[config.mk]
export PLATFORM = sky130hd
export DESIGN_NAME = tem_ram
export DESIGN_NICKNAME = d
export VERILOG_FILES = /design/src/sv/tem_ram.sv
export SDC_FILE = /design/constraint.sdc
export NUM_CORES = 2
export LEC_CHECK = 0
export BUFFER_PORTS_ARGS = -buffer_cell sky130_fd_sc_hd__buf_2
export CELL_PAD_IN_SITES_DETAIL_PLACEMENT = 1
export CELL_PAD_IN_SITES_GLOBAL_PLACEMENT = 2
export CORE_UTILIZATION = 35
export CTS_CLUSTER_SIZE = 28
export DETAILED_ROUTE_END_ITERATION = 16
export GPL_ROUTABILITY_DRIVEN = 0
export PLACE_DENSITY_LB_ADDON = 0.1
export RECOVER_POWER = 100
export SETUP_SLACK_MARGIN = 0.4
export SLEW_MARGIN = 15
export SYNTH_ARGS = -nofsm -noshare
export SYNTH_HDL_FRONTEND = slang
export SYNTH_SLANG_ARGS = --single-unit
[constraint.sdc]
create_clock -name clk -period 4.2 [get_ports clk]
set_input_delay 0.84 -clock clk [delete_from_list [all_inputs] [get_ports clk]]
set_output_delay 0.84 -clock clk [all_outputs]
set_load 0.05 [all_outputs]
[src/sv/tem_ram.sv]
// Generic single-write, single-read synchronous RAM with registered read data.
// No dependencies.
module tem_ram #(
  parameter int unsigned WIDTH = 32,
  parameter int unsigned DEPTH = 100
) (
  input  logic                                   clk,
  input  logic                                   we,
  input  logic [(DEPTH > 1 ? $clog2(DEPTH) : 1)-1:0] waddr,
  input  logic [WIDTH-1:0]                       wdata,
  input  logic                                   re,
  input  logic [(DEPTH > 1 ? $clog2(DEPTH) : 1)-1:0] raddr,
  output logic [WIDTH-1:0]                       rdata
);

  logic [WIDTH-1:0] mem [DEPTH];

  always_ff @(posedge clk) begin
    if (we) begin
      mem[waddr] <= wdata;
    end
    if (re) begin
      rdata <= mem[raddr];
    end
  end

endmodule

==> results.yml <==
power:
  power_frac_seq: 0.507
  power.share.switching: 0.226
  p_per_area_nw_per_um2: 491
  ir_drop_uv: 369
  internal-power_mw: 54.7
  p_sw_mw: 16.0
  power_frac_comb: 0.056
  clkPwrFrac: 0.437
  power.leakage_nw: 45.0
synthesis:
  seq_area_frac_synth: 0.788
  syn-cell-area_um2: 123000
  async_flop_share: 0
  synth_seq_cells: 3232
  yosys_warnings: 0
  synthCells: 5502
  syn_avg_cell_area_um2: 22.4
  syn_nets: 5551
  synth-edff-count: 3232
  yosys_most_used_dff: "edfxtp_1"
  synth.distinct_cells: 56
global_route:
  grt_max_degree: 101
  grt_antenna_before_repair: 30
  grt_pass1_vias: 64200
  track_usage: 0.233
  grt_pass1_wl_mm: 565
  grt-ovfl-total: 0
detailed_routing:
  ant_nets: 0
  wl_per_cell_um: 37.7
  drc: 0
  drt-total-wl_mm: 417
  viasPerCell: 5.63
  vias: 62400
  drt-pass1-iter-count: 5
  drt_iter0_markers: 6982
setup_path:
  criticalPathCategory: "in2reg"
  worstSetupStartpointType: "input port"
  critPathMaxStageDelay_ns: 0.84
  endpoint_kind: "flop"
  path_delay_family: "buffers and inverters"
  reg2regPathDepth: 7
  cpMaxStageDelayCell: "a21oi_1"
  cp.depth: 10
  cp_cell_sequence: "clkbuf_2 > buf_12 > nor2b_2 > buf_12 > buf_4 > a22oi_1 > a21oi_1 > a221oi_1 > buf_4 > o21ai_1"
  cp_num_buf_inv: 5
  required_ns: 4.97
  crit_fanout: 17
  critPathArrivalTime_ns: 4.69
layout:
  drive_above_1_share: 0.275
  final_core_util: 0.411
  syn2layout_area_growth_pct: 16.7
  final_nets: 6210
clock_tree:
  clk_latency_ns: 0.97
  ctsHoldBuffers: 0
  cts_buffers: 361
  clkSlewWorstSetupHoldPaths_ns: 0.06
  tritoncts: "yes"
  cts_buffer_depth: 4
  htreeDepth: 5
  cts.sink_count: 3232
  root_buffer: "clkbuf_16"
  cts_resized: 0
  post-cts-setup-buffers: 0
die:
  initial_utilization: 0.352
  dieWidth_um: 595
  dieArea_um2: 354000
  io_pins: 81
  chipHeight_um: 595
  num_rows: 217
  coreArea_um2: 350000
sta:
  final_max_slew_viol_count: 3638
  whs_ns: 0.655
  grt_setup_unrepaired: "no"
  fin_skew_ns: 0.0608
  hold_violations: 0
  slew_headroom: -1.82
  post-route-min-period_ns: 3.92
  fmax_ghz: 0.255
  fin_crit_sh: 0.933
  worst_pin_slew_ns: 4.23
  finalSetupViolCount: 0
min_path:
  hold-path-cell-count: 4
  hold_class: "in2reg"
job:
  cap_violations: 89
outcome:
  outcome: "complete, but fails checks"
  failed_checks: "capacitance limit, slew limit"
placed_design:
  io_buffer_count: 80
  dp_hpwl_mm: 252
-- metal layers --
layer / vias to the layer above / track usage / routed length, µm
met5: - / 0 / 33
met4: 6 / 0.0712 / 14300
met3: 498 / 0.0252 / 21100
met2: 1933 / 0.374 / 197000
met1: 35100 / 0.334 / 185000
li1: 24800 / - / -
-- tightest hold or removal path, delay by kind of cell --
family        cells  cell delay [ns]
simple gates      2             0.17
buf+inv           2             0.39
-- cells in the mapped netlist (all sizes together), types with 4 or more instances --
cell type,instances,share of area
mux4,723,0.13
a221oi,43,0.0031
o211ai,7,0.00043
o221ai,8,0.00057
mux2,5,0.00046
nor2b,27,0.0014
nand2,139,0.0042
a211oi,4,0.00024
mux2i,249,0.020
nor2,157,0.0048
a41oi,5,0.00036
and2,7,0.00036
a22o,5,0.00036
a2111oi,8,0.00062
o21ai,104,0.0042
o22ai,25,0.0013
edfxtp,3232,0.79
nand2b,12,0.00061
nand4,30,0.0015
a22oi,195,0.012
inv,4,0.00012
nor3,28,0.0011
buf,184,0.010
nand3,84,0.0034
o32ai,4,0.00028
o2111ai,12,0.00085
clkbuf,119,0.0036
a21oi,30,0.0012
a31oi,21,0.0011
or2,4,0.00020
-- sequential cells by signal, summed over array words and instances (netlist names) --
register,count
mem,3200
rdata,32
-- per-stage QoR --
| step | cell area, µm² | power (mW) | worst slack [ns] | TNS [ns] | std cells |
|---|---|---|---|---|---|
| 2_1_floorplan | 123000 | 38.1 | 0.760 | 0 | 5502 |
| 3_3_place_gp | 134000 | 40.5 | -0.699 | -3.29 | 10400 |
| 3_5_place_dp | 134000 | 40.5 | -0.491 | -1.35 | 10400 |
| 4_1_cts | 146000 | 71.5 | 0.523 | 0 | 11000 |
| 5_1_grt | 144000 | 72.6 | 0.260 | 0 | 11100 |
| 6_report | 144000 | 70.7 | 0.282 | 0 | 11100 |
-- cell usage in the layout, fill, tap and decap left out, drive strengths merged, types with 7 or more instances in the layout --
cell type  instances
clkinvlp          10
mux2i            249
nand2            139
nand3             84
a31oi             21
a2111oi            8
inv               19
o2111ai           12
a221oi            43
nand2b            12
nor2             157
and2               7
o22ai             25
o221ai             8
edfxtp          3232
nor2b             27
diode             26
buf              347
o21ai            104
nor3              28
nand4             30
clkbuf           679
a21oi             30
a22oi            195
o211ai             7
bufinv            28
mux4             723
clkinv           171
-- final cells by class --
class / instances / area, µm²
flip-flops and latches: 3232 / 97100
diodes: 26 / 65.1
inverters: 5 / 21.3
multi-input cells: 1962 / 25000
clock buffers: 430 / 9400
well taps: 4599 / 5750
fillers: 32400 / 206000
clock inverters: 223 / 2050
repair buffers: 599 / 4400
-- cells by family (layout without fill, tap and decap cells) --
kind of cell    after synthesis  in the layout  share of synthesized area
compound gates              489            489                     0.0277
buf+inv                     308           1257                     0.0138
flops                      3232           3232                      0.788
mux                         977            977                      0.153
other cells                   0             26                          0
simple gates                496            496                     0.0181
-- power groups by stage --
stage / clock network [mW] / registers [mW] / logic, mW
after CTS: 31.6 / 35.8 / 4.08
after detailed placement: 0 / 36.5 / 4.07
after global placement: 0 / 36.4 / 4.03
after global routing: 32.6 / 35.8 / 4.12
final: 30.9 / 35.8 / 3.93
after floorplan: 0 / 36.5 / 1.66
-- final timing paths --
| kind | from | end | slack, ns |
|---|---|---|---|
| worst max-delay path | raddr[4] | rdata[27] | 0.28 |
| worst min-delay path | raddr[5] | rdata[14] | 0.65 |
| worst max register to register | mem[54][18] | rdata[18] | 0.86 |
| worst min register to register | mem[99][4] | rdata[4] | 0.86 |
(Power assumes the default switching activity.)
