$ cat src/sv/tem_div.sv
// Bit-serial restoring divider, one quotient bit per cycle.
// Quotient stays valid until the next start. No package dependencies.
module tem_div #(
  parameter int unsigned NUM_W = 39,
  parameter int unsigned DEN_W = 7
) (
  input  logic             clk,
  input  logic             rst_n,
  input  logic             start,
  input  logic [NUM_W-1:0] num,
  input  logic [DEN_W-1:0] den,
  output logic             q_valid,
  output logic [NUM_W-1:0] quotient
);

  localparam int unsigned STEP_W = $clog2(NUM_W + 1);

  logic [NUM_W-1:0]  num_r;
  logic [DEN_W-1:0]  den_r;
  logic [DEN_W-1:0]  rem_r;
  logic [STEP_W-1:0] step_r;
  logic              busy_r;
  logic              q_valid_r;
  logic [DEN_W:0]    shifted;
  logic              fits;

  assign shifted = {rem_r, num_r[NUM_W-1]};
  assign fits    = shifted >= {1'b0, den_r};

  always_ff @(posedge clk) begin
    if (!rst_n) begin
      busy_r    <= 1'b0;
      q_valid_r <= 1'b0;
      step_r    <= '0;
    end else if (start) begin
      busy_r    <= 1'b1;
      q_valid_r <= 1'b0;
      step_r    <= STEP_W'(NUM_W);
    end else if (busy_r) begin
      step_r <= step_r - 1'b1;
      if (step_r == STEP_W'(1)) begin
        busy_r    <= 1'b0;
        q_valid_r <= 1'b1;
      end
    end
  end

  always_ff @(posedge clk) begin
    if (start) begin
      num_r <= num;
      den_r <= den;
      rem_r <= '0;
    end else if (busy_r) begin
      if (fits) begin
        rem_r <= DEN_W'(shifted - {1'b0, den_r});
      end else begin
        rem_r <= shifted[DEN_W-1:0];
      end
      num_r <= {num_r[NUM_W-2:0], fits};
    end
  end

  assign q_valid  = q_valid_r;
  assign quotient = num_r;

endmodule
$ cat config.mk
export PLATFORM = sky130hd
export DESIGN_NAME = tem_div
export DESIGN_NICKNAME = d
export VERILOG_FILES = /design/src/sv/tem_div.sv
export SDC_FILE = /design/constraint.sdc
export NUM_CORES = 1
export LEC_CHECK = 0
export BUFFER_PORTS_ARGS = -buffer_cell sky130_fd_sc_hd__buf_2
export CORE_MARGIN = 5
export CORE_UTILIZATION = 45
export CTS_CLUSTER_DIAMETER = 200
export DETAILED_ROUTE_END_ITERATION = 6
export GPL_ROUTABILITY_DRIVEN = 0
export PLACE_DENSITY = 0.71
export SYNTH_ARGS = -nofsm -noshare
export SYNTH_HDL_FRONTEND = slang
export SYNTH_SLANG_ARGS = --single-unit
$ cat constraint.sdc
create_clock -name clk -period 2.5 [get_ports clk]
set_clock_uncertainty 0.05 [all_clocks]
set_input_delay 0.625 -clock clk [delete_from_list [all_inputs] [get_ports clk]]
set_output_delay 0.625 -clock clk [all_outputs]
set_load 0.02 [all_outputs]
==> results of run 1 <==
==> worst max-delay path by stage <==
stage | startpoint | endpoint | cells after the start
3_5_place_dp | quotient[38] | rem_r[2] | 7
6_report | quotient[38] | rem_r[0] | 7
3_3_place_gp | quotient[38] | rem_r[2] | 7
2_1_floorplan | quotient[38] | rem_r[0] | 9
4_1_cts | quotient[38] | rem_r[2] | 7
5_1_grt | quotient[38] | rem_r[2] | 7
==> worst max-delay path: stages, from the launching register on <==
cell,delay [ns]
edfxtp_1,0.34
inv_1,0.07
ha_1,0.22
fa_1,0.40
nand2b_1,0.18
a211o_1,0.38
and3_1,0.31
a311oi_2,0.28
==> cell families (layout without fill, tap and decap cells) <==
| kind of cell | after synthesis | count (layout) | share of synthesized area [%] |
|---|---|---|---|
| DFF | 61 | 61 | 55.1 |
| and+or+nand+nor | 51 | 51 | 9.23 |
| AOI/OAI and AO/OA | 39 | 39 | 10.5 |
| muxes | 39 | 39 | 14.4 |
| buffers and inverters | 27 | 120 | 4.43 |
| adders and majority gates | 10 | 10 | 4.35 |
| xor gates and xnor gates | 7 | 7 | 2.01 |
==> stage by stage <==
| step | worst slack (ns) | area, um2 |
|---|---|---|
| floorplan | 0.151 | 3050 |
| global placement | 0.257 | 3530 |
| detailed placement | 0.210 | 3530 |
| CTS | 0.193 | 3690 |
| global route | 0.0279 | 3690 |
| finish | 0.204 | 3690 |
==> final cells by class <==
| type | instances | share of cell area (%) |
|---|---|---|
| repair buffers | 90 | 12.7 |
| inverters | 14 | 1.42 |
| multi-input cells | 146 | 33.4 |
| flip-flops and latches | 61 | 45.5 |
| clock buffers | 10 | 3.46 |
| well taps | 80 | 2.71 |
| clock inverters | 6 | 0.813 |
==> Yosys cell counts (2+ instances only) <==
master,n,share of area [%]
o21bai_1,2,0.49
o31ai_1,2,0.49
dfxtp_1,15,9.8
a311oi_2,2,0.98
clkbuf_1,7,0.86
a31oi_1,3,0.62
nor2_1,12,1.5
or2_2,3,0.62
ha_1,9,3.7
nor3b_1,6,1.5
buf_6,4,1.5
a21oi_1,3,0.49
a211oi_1,2,0.49
nand2_1,9,1.1
nand4_1,2,0.41
nor2b_1,5,1.0
xnor2_1,6,1.7
edfxtp_1,46,45
mux2_2,38,14
nor3_1,3,0.49
o21ai_0,5,0.82
inv_1,14,1.7
a41oi_1,4,1.1
nand2b_1,3,0.62
o21a_1,6,1.5
==> power by group through the flow <==
stage / logic, W / registers (W) / clock network (W)
finish: 0.000483 / 0.00126 / 0.000723
global route: 0.000532 / 0.00127 / 0.000799
CTS: 0.000490 / 0.00126 / 0.000745
detailed placement: 0.000487 / 0.00128 / 0
global placement: 0.000480 / 0.00127 / 0
floorplan: 0.000250 / 0.00135 / 0
==> state kept, by name, summed over array words and instances, names as in the netlist <==
signal,flops
busy_r,1
den_r,7
q_valid,1
quotient,39
rem_r,7
step_r,6
==> placed cells by master, fill, tap and decap left out, drive strengths merged, types with 3 or more instances in the layout <==
cell / n
inv: 14
dfxtp: 15
buf: 90
edfxtp: 46
nand2: 9
clkinv: 6
o21ai: 5
ha: 9
mux2: 38
nor2: 12
nor2b: 5
a211oi: 3
clkbuf: 10
nor3b: 6
a21oi: 3
a41oi: 4
xnor2: 6
nand2b: 3
or2: 4
o21a: 6
nor3: 3
a31oi: 3
==> layer usage <==
layer	track usage (%)	routed length, um	up-vias
met5	0	0	-
met4	6.68	141	0
met3	7.23	473	11
met2	23.4	2840	71
met1	20.4	2820	975
li1	-	-	1048
==> reports/qor.yml, run 1 <==
status:
  status: "completed"
timing:
  min_period_ns: 2.30
  setup_viol: 0
  hold_violations: 0
  slew_headroom_pct: 39.1
  worst_pin_slew_ns: 0.913
  fmax_mhz: 436
  slew_viol_final: 0
  hold_ws_ns: 0.419
  rsz0062_at_grt: "no"
  period_share_pct: 91.8
  setup_tns_ns: 0
finish:
  syn_to_final_growth_pct: 21.1
  diodes: 0
  final_core_util_pct: 55.3
  ff_latch_area_um2: 1680
  final_cells: 407
  multi_input_area_um2: 1230
  nFillCells: 594
  final_nets: 381
  layout-drive-gt1-share_pct: 45.9
synth:
  synth-seq-area-share_pct: 55.1
  synth_nets: 293
  synth_seq_cells: 61
  post_synth.cell_area_avg_um2: 13.0
  ys_types: 48
  ys_warn_count: 0
  async_flop_share_pct: 0
  synthCells: 234
  synth_edf_count: 46
  syn_area_um2: 3050
  synthFlopType: "edfxtp_1"
routing:
  wirelength_um: 6270
  drt_pass1_iterations: 4
  routed_via_density: 5.17
  drt_iter0_markers: 160
  detail-route-antenna-nets: 0
  wl_per_cell_um: 15.4
  vias: 2105
  drc: 0
global_routing:
  grt_pass1_vias: 2176
  antenna_found_initial: 0
  grt_start_max_net_pins: 67
  grt_usage_pct: 16.0
  grt.overflow.total: 0
  grt_pass1_wl_um: 10500
floorplan:
  die-width_um: 92.3
  io_pins: 89
  num_rows: 30
  coreArea_um2: 6680
  die_y_um: 92.3
  initial_utilization_pct: 45.6
  dieArea_um2: 8520
hold_path:
  min_from: "q_valid"
  whs_endpoint: "q_valid"
  holdCritPathClass: "register to register"
  min_path_cells: 2
pwr:
  intPower_w: 0.00176
  p_comb_share_pct: 19.6
  p_sw_w: 0.000699
  clockPowerShare_pct: 29.4
  power.density_nw_per_um2: 667
  switching_share_pct: 28.4
  vdd_drop_max_uv: 392
  power_leakage_nw: 1.54
  pwr-share-seq_pct: 51.0
  total_power_w: 0.00246
cts:
  clockRootBuffer: "clkbuf_8"
  cts_buffers: 9
  cts_buffer_depth: 2
  ctsResizeCount: 0
  cts_max_level: 3
  path_clk_slew_ns: 0.07
  cts_tree: "yes"
  clk_latency_ns: 0.33
  post-cts-setup-buffers: 0
  hold_buffers: 0
  clock_sinks: 61
worst_setup_path:
  critPathCaptureType: "register"
  rr_startpoint: "quotient[38]"
  required_ns: 2.69
  arrival_ns: 2.49
  r2r_slack_ns: 0.20
  reg2regPathDepth: 7
  crit_type: "register to register"
  cp_max_fo: 9
  start_kind: "register"
  rr_endpoint: "rem_r[0]"
place:
  place_inst: 391
  port_buffers: 88
  dp_hpwl_um: 4550
job:
  maxCapViolCount: 0
Power figures use the tool's default switching activity.
==> inputs of run 2 (changes only) <==
Settings changed: CORE_ASPECT_RATIO set to 1.25.
==> reports/qor.yml, run 2 (synthesis gave the netlist of run 1 again) <==
timing:
  slew_headroom_pct: 63.9
  rsz0062_at_grt: "no"
  setup_tns_ns: 0
  fmax_mhz: 435
  hold_violations: 0
  period_share_pct: 92.0
  setup_viol: 0
  worst_pin_slew_ns: 0.534
  fin_ws_ns: 0.200
  min_period_ns: 2.30
  slew_viol_final: 0
pwr:
  p_comb_share_pct: 18.3
  switching_share_pct: 25.9
  intPower_w: 0.00197
  p_sw_w: 0.000688
  power_leakage_nw: 1.59
  pwr-share-seq_pct: 47.1
  clockPowerShare_pct: 34.6
  total_power_w: 0.00266
  vdd_drop_max_uv: 532
  power.density_nw_per_um2: 703
global_routing:
  antenna_found_initial: 0
  grt.overflow.total: 0
  grt_pass1_vias: 2161
  grt_start_max_net_pins: 30
  grt_pass1_wl_um: 10000
  grt_usage_pct: 14.9
status:
  status: "completed"
worst_setup_path:
  worst_path_max_delay_cell: "fa_1"
  start_kind: "register"
  cp_max_fo: 9
  slowest_delay_ns: 0.40
  r2r_slack_ns: 0.20
  endpoint: "rem_r[2]"
  critPathCaptureType: "register"
  arrival_ns: 2.49
  startpoint: "quotient[38]"
  rr_startpoint: "quotient[38]"
  reg2regPathDepth: 7
  required_ns: 2.69
  crit_chain: "inv_1 -> ha_1 -> fa_1 -> nand2b_1 -> a211o_1 -> and3_1 -> a311oi_2"
  crit_type: "register to register"
  rr_endpoint: "rem_r[2]"
finish:
  layout-drive-gt1-share_pct: 47.0
  final_nets: 386
  syn_to_final_growth_pct: 24.2
  final_area_um2: 3790
  largest_reg_flops: 39
  mostFrequentLayoutCells: "buf_2 (88), edfxtp_1 (46), mux2_2 (38)"
  final_common_cell: "buf_2"
  diodes: 0
place:
  port_buffers: 88
  dp_hpwl_um: 4530
  dpl_cell_area_um2: 3580
  pre_cts_ws_ns: 0.204
routing:
  detail-route-antenna-nets: 0
  drt_iter0_markers: 160
  drt_pass1_iterations: 4
  drc: 0
  routed_via_density: 5.09
  wl_per_cell_um: 14.6
  vias: 2131
  wirelength_um: 6100
floorplan:
  coreArea_um2: 6570
  initial_utilization_pct: 46.4
  die_y_um: 102
  num_rows: 33
  dieArea_um2: 8530
  io_pins: 89
  die-width_um: 83.6
cts:
  post-cts-setup-buffers: 0
  ctsResizeCount: 0
  cts_buffer_depth: 2
  clock_sinks: 61
  path_clk_slew_ns: 0.07
  cts_max_level: 3
  clockRootBuffer: "clkbuf_8"
  cts_tree: "yes"
  hold_buffers: 0
  cts_buffers: 9
  clk_latency_ns: 0.33
job:
  maxCapViolCount: 0
hold_path:
  min_path_cells: 1
  holdCritPathClass: "primary input to register"
  min_from: "den[4]"
[run 2: power by group through the flow]
stage | registers [W] | clock network, W | logic (W)
after floorplan | 0.00135 | 0 | 0.000250
after global placement | 0.00127 | 0 | 0.000485
after detailed placement | 0.00127 | 0 | 0.000493
after CTS | 0.00125 | 0.000941 | 0.000495
after global routing | 0.00126 | 0.000994 | 0.000536
final | 0.00125 | 0.000919 | 0.000488
[run 2: stage by stage]
stage	instances	utilization, %	hold slack, ns
after floorplan	234	-	0.436
after global placement	403	54.5	0.420
after detailed placement	403	54.5	0.415
after CTS	419	57.7	0.398
after global routing	419	57.7	0.392
final	419	57.7	0.418
[run 2: routing by layer]
metal / GRT usage [%] / vias up / wire (um)
li1: - / 1059 / -
met1: 17.4 / 999 / 2630
met2: 24.1 / 66 / 2900
met3: 6.85 / 7 / 476
met4: 5.69 / 0 / 89
met5: 0 / - / 0
[run 2: critical path: cells and delay by family, from the launching register on]
| family | cells | cell delay, ns |
|---|---|---|
| AO/OA/AOI/OAI | 2 | 0.65 |
| adder cells (fa/ha/maj) | 2 | 0.62 |
| buffers and inverters | 1 | 0.07 |
| flip-flops | 1 | 0.34 |
| AND/OR/NAND/NOR | 2 | 0.49 |
[run 2: final cells by class]
cell class,count,area [um2]
clock buffers,10,128
clock inverters,6,77.6
fillers,552,2780
inverters,14,52.6
multi-input cells,146,1230
flip-flops and latches,61,1680
well taps,87,109
repair buffers,95,505
[run 2: worst min-delay path by stage]
stage | end
after floorplan | rem_r[2]
after global placement | q_valid
after detailed placement | q_valid
after CTS | den_r[1]
after global routing | den_r[3]
final | den_r[4]
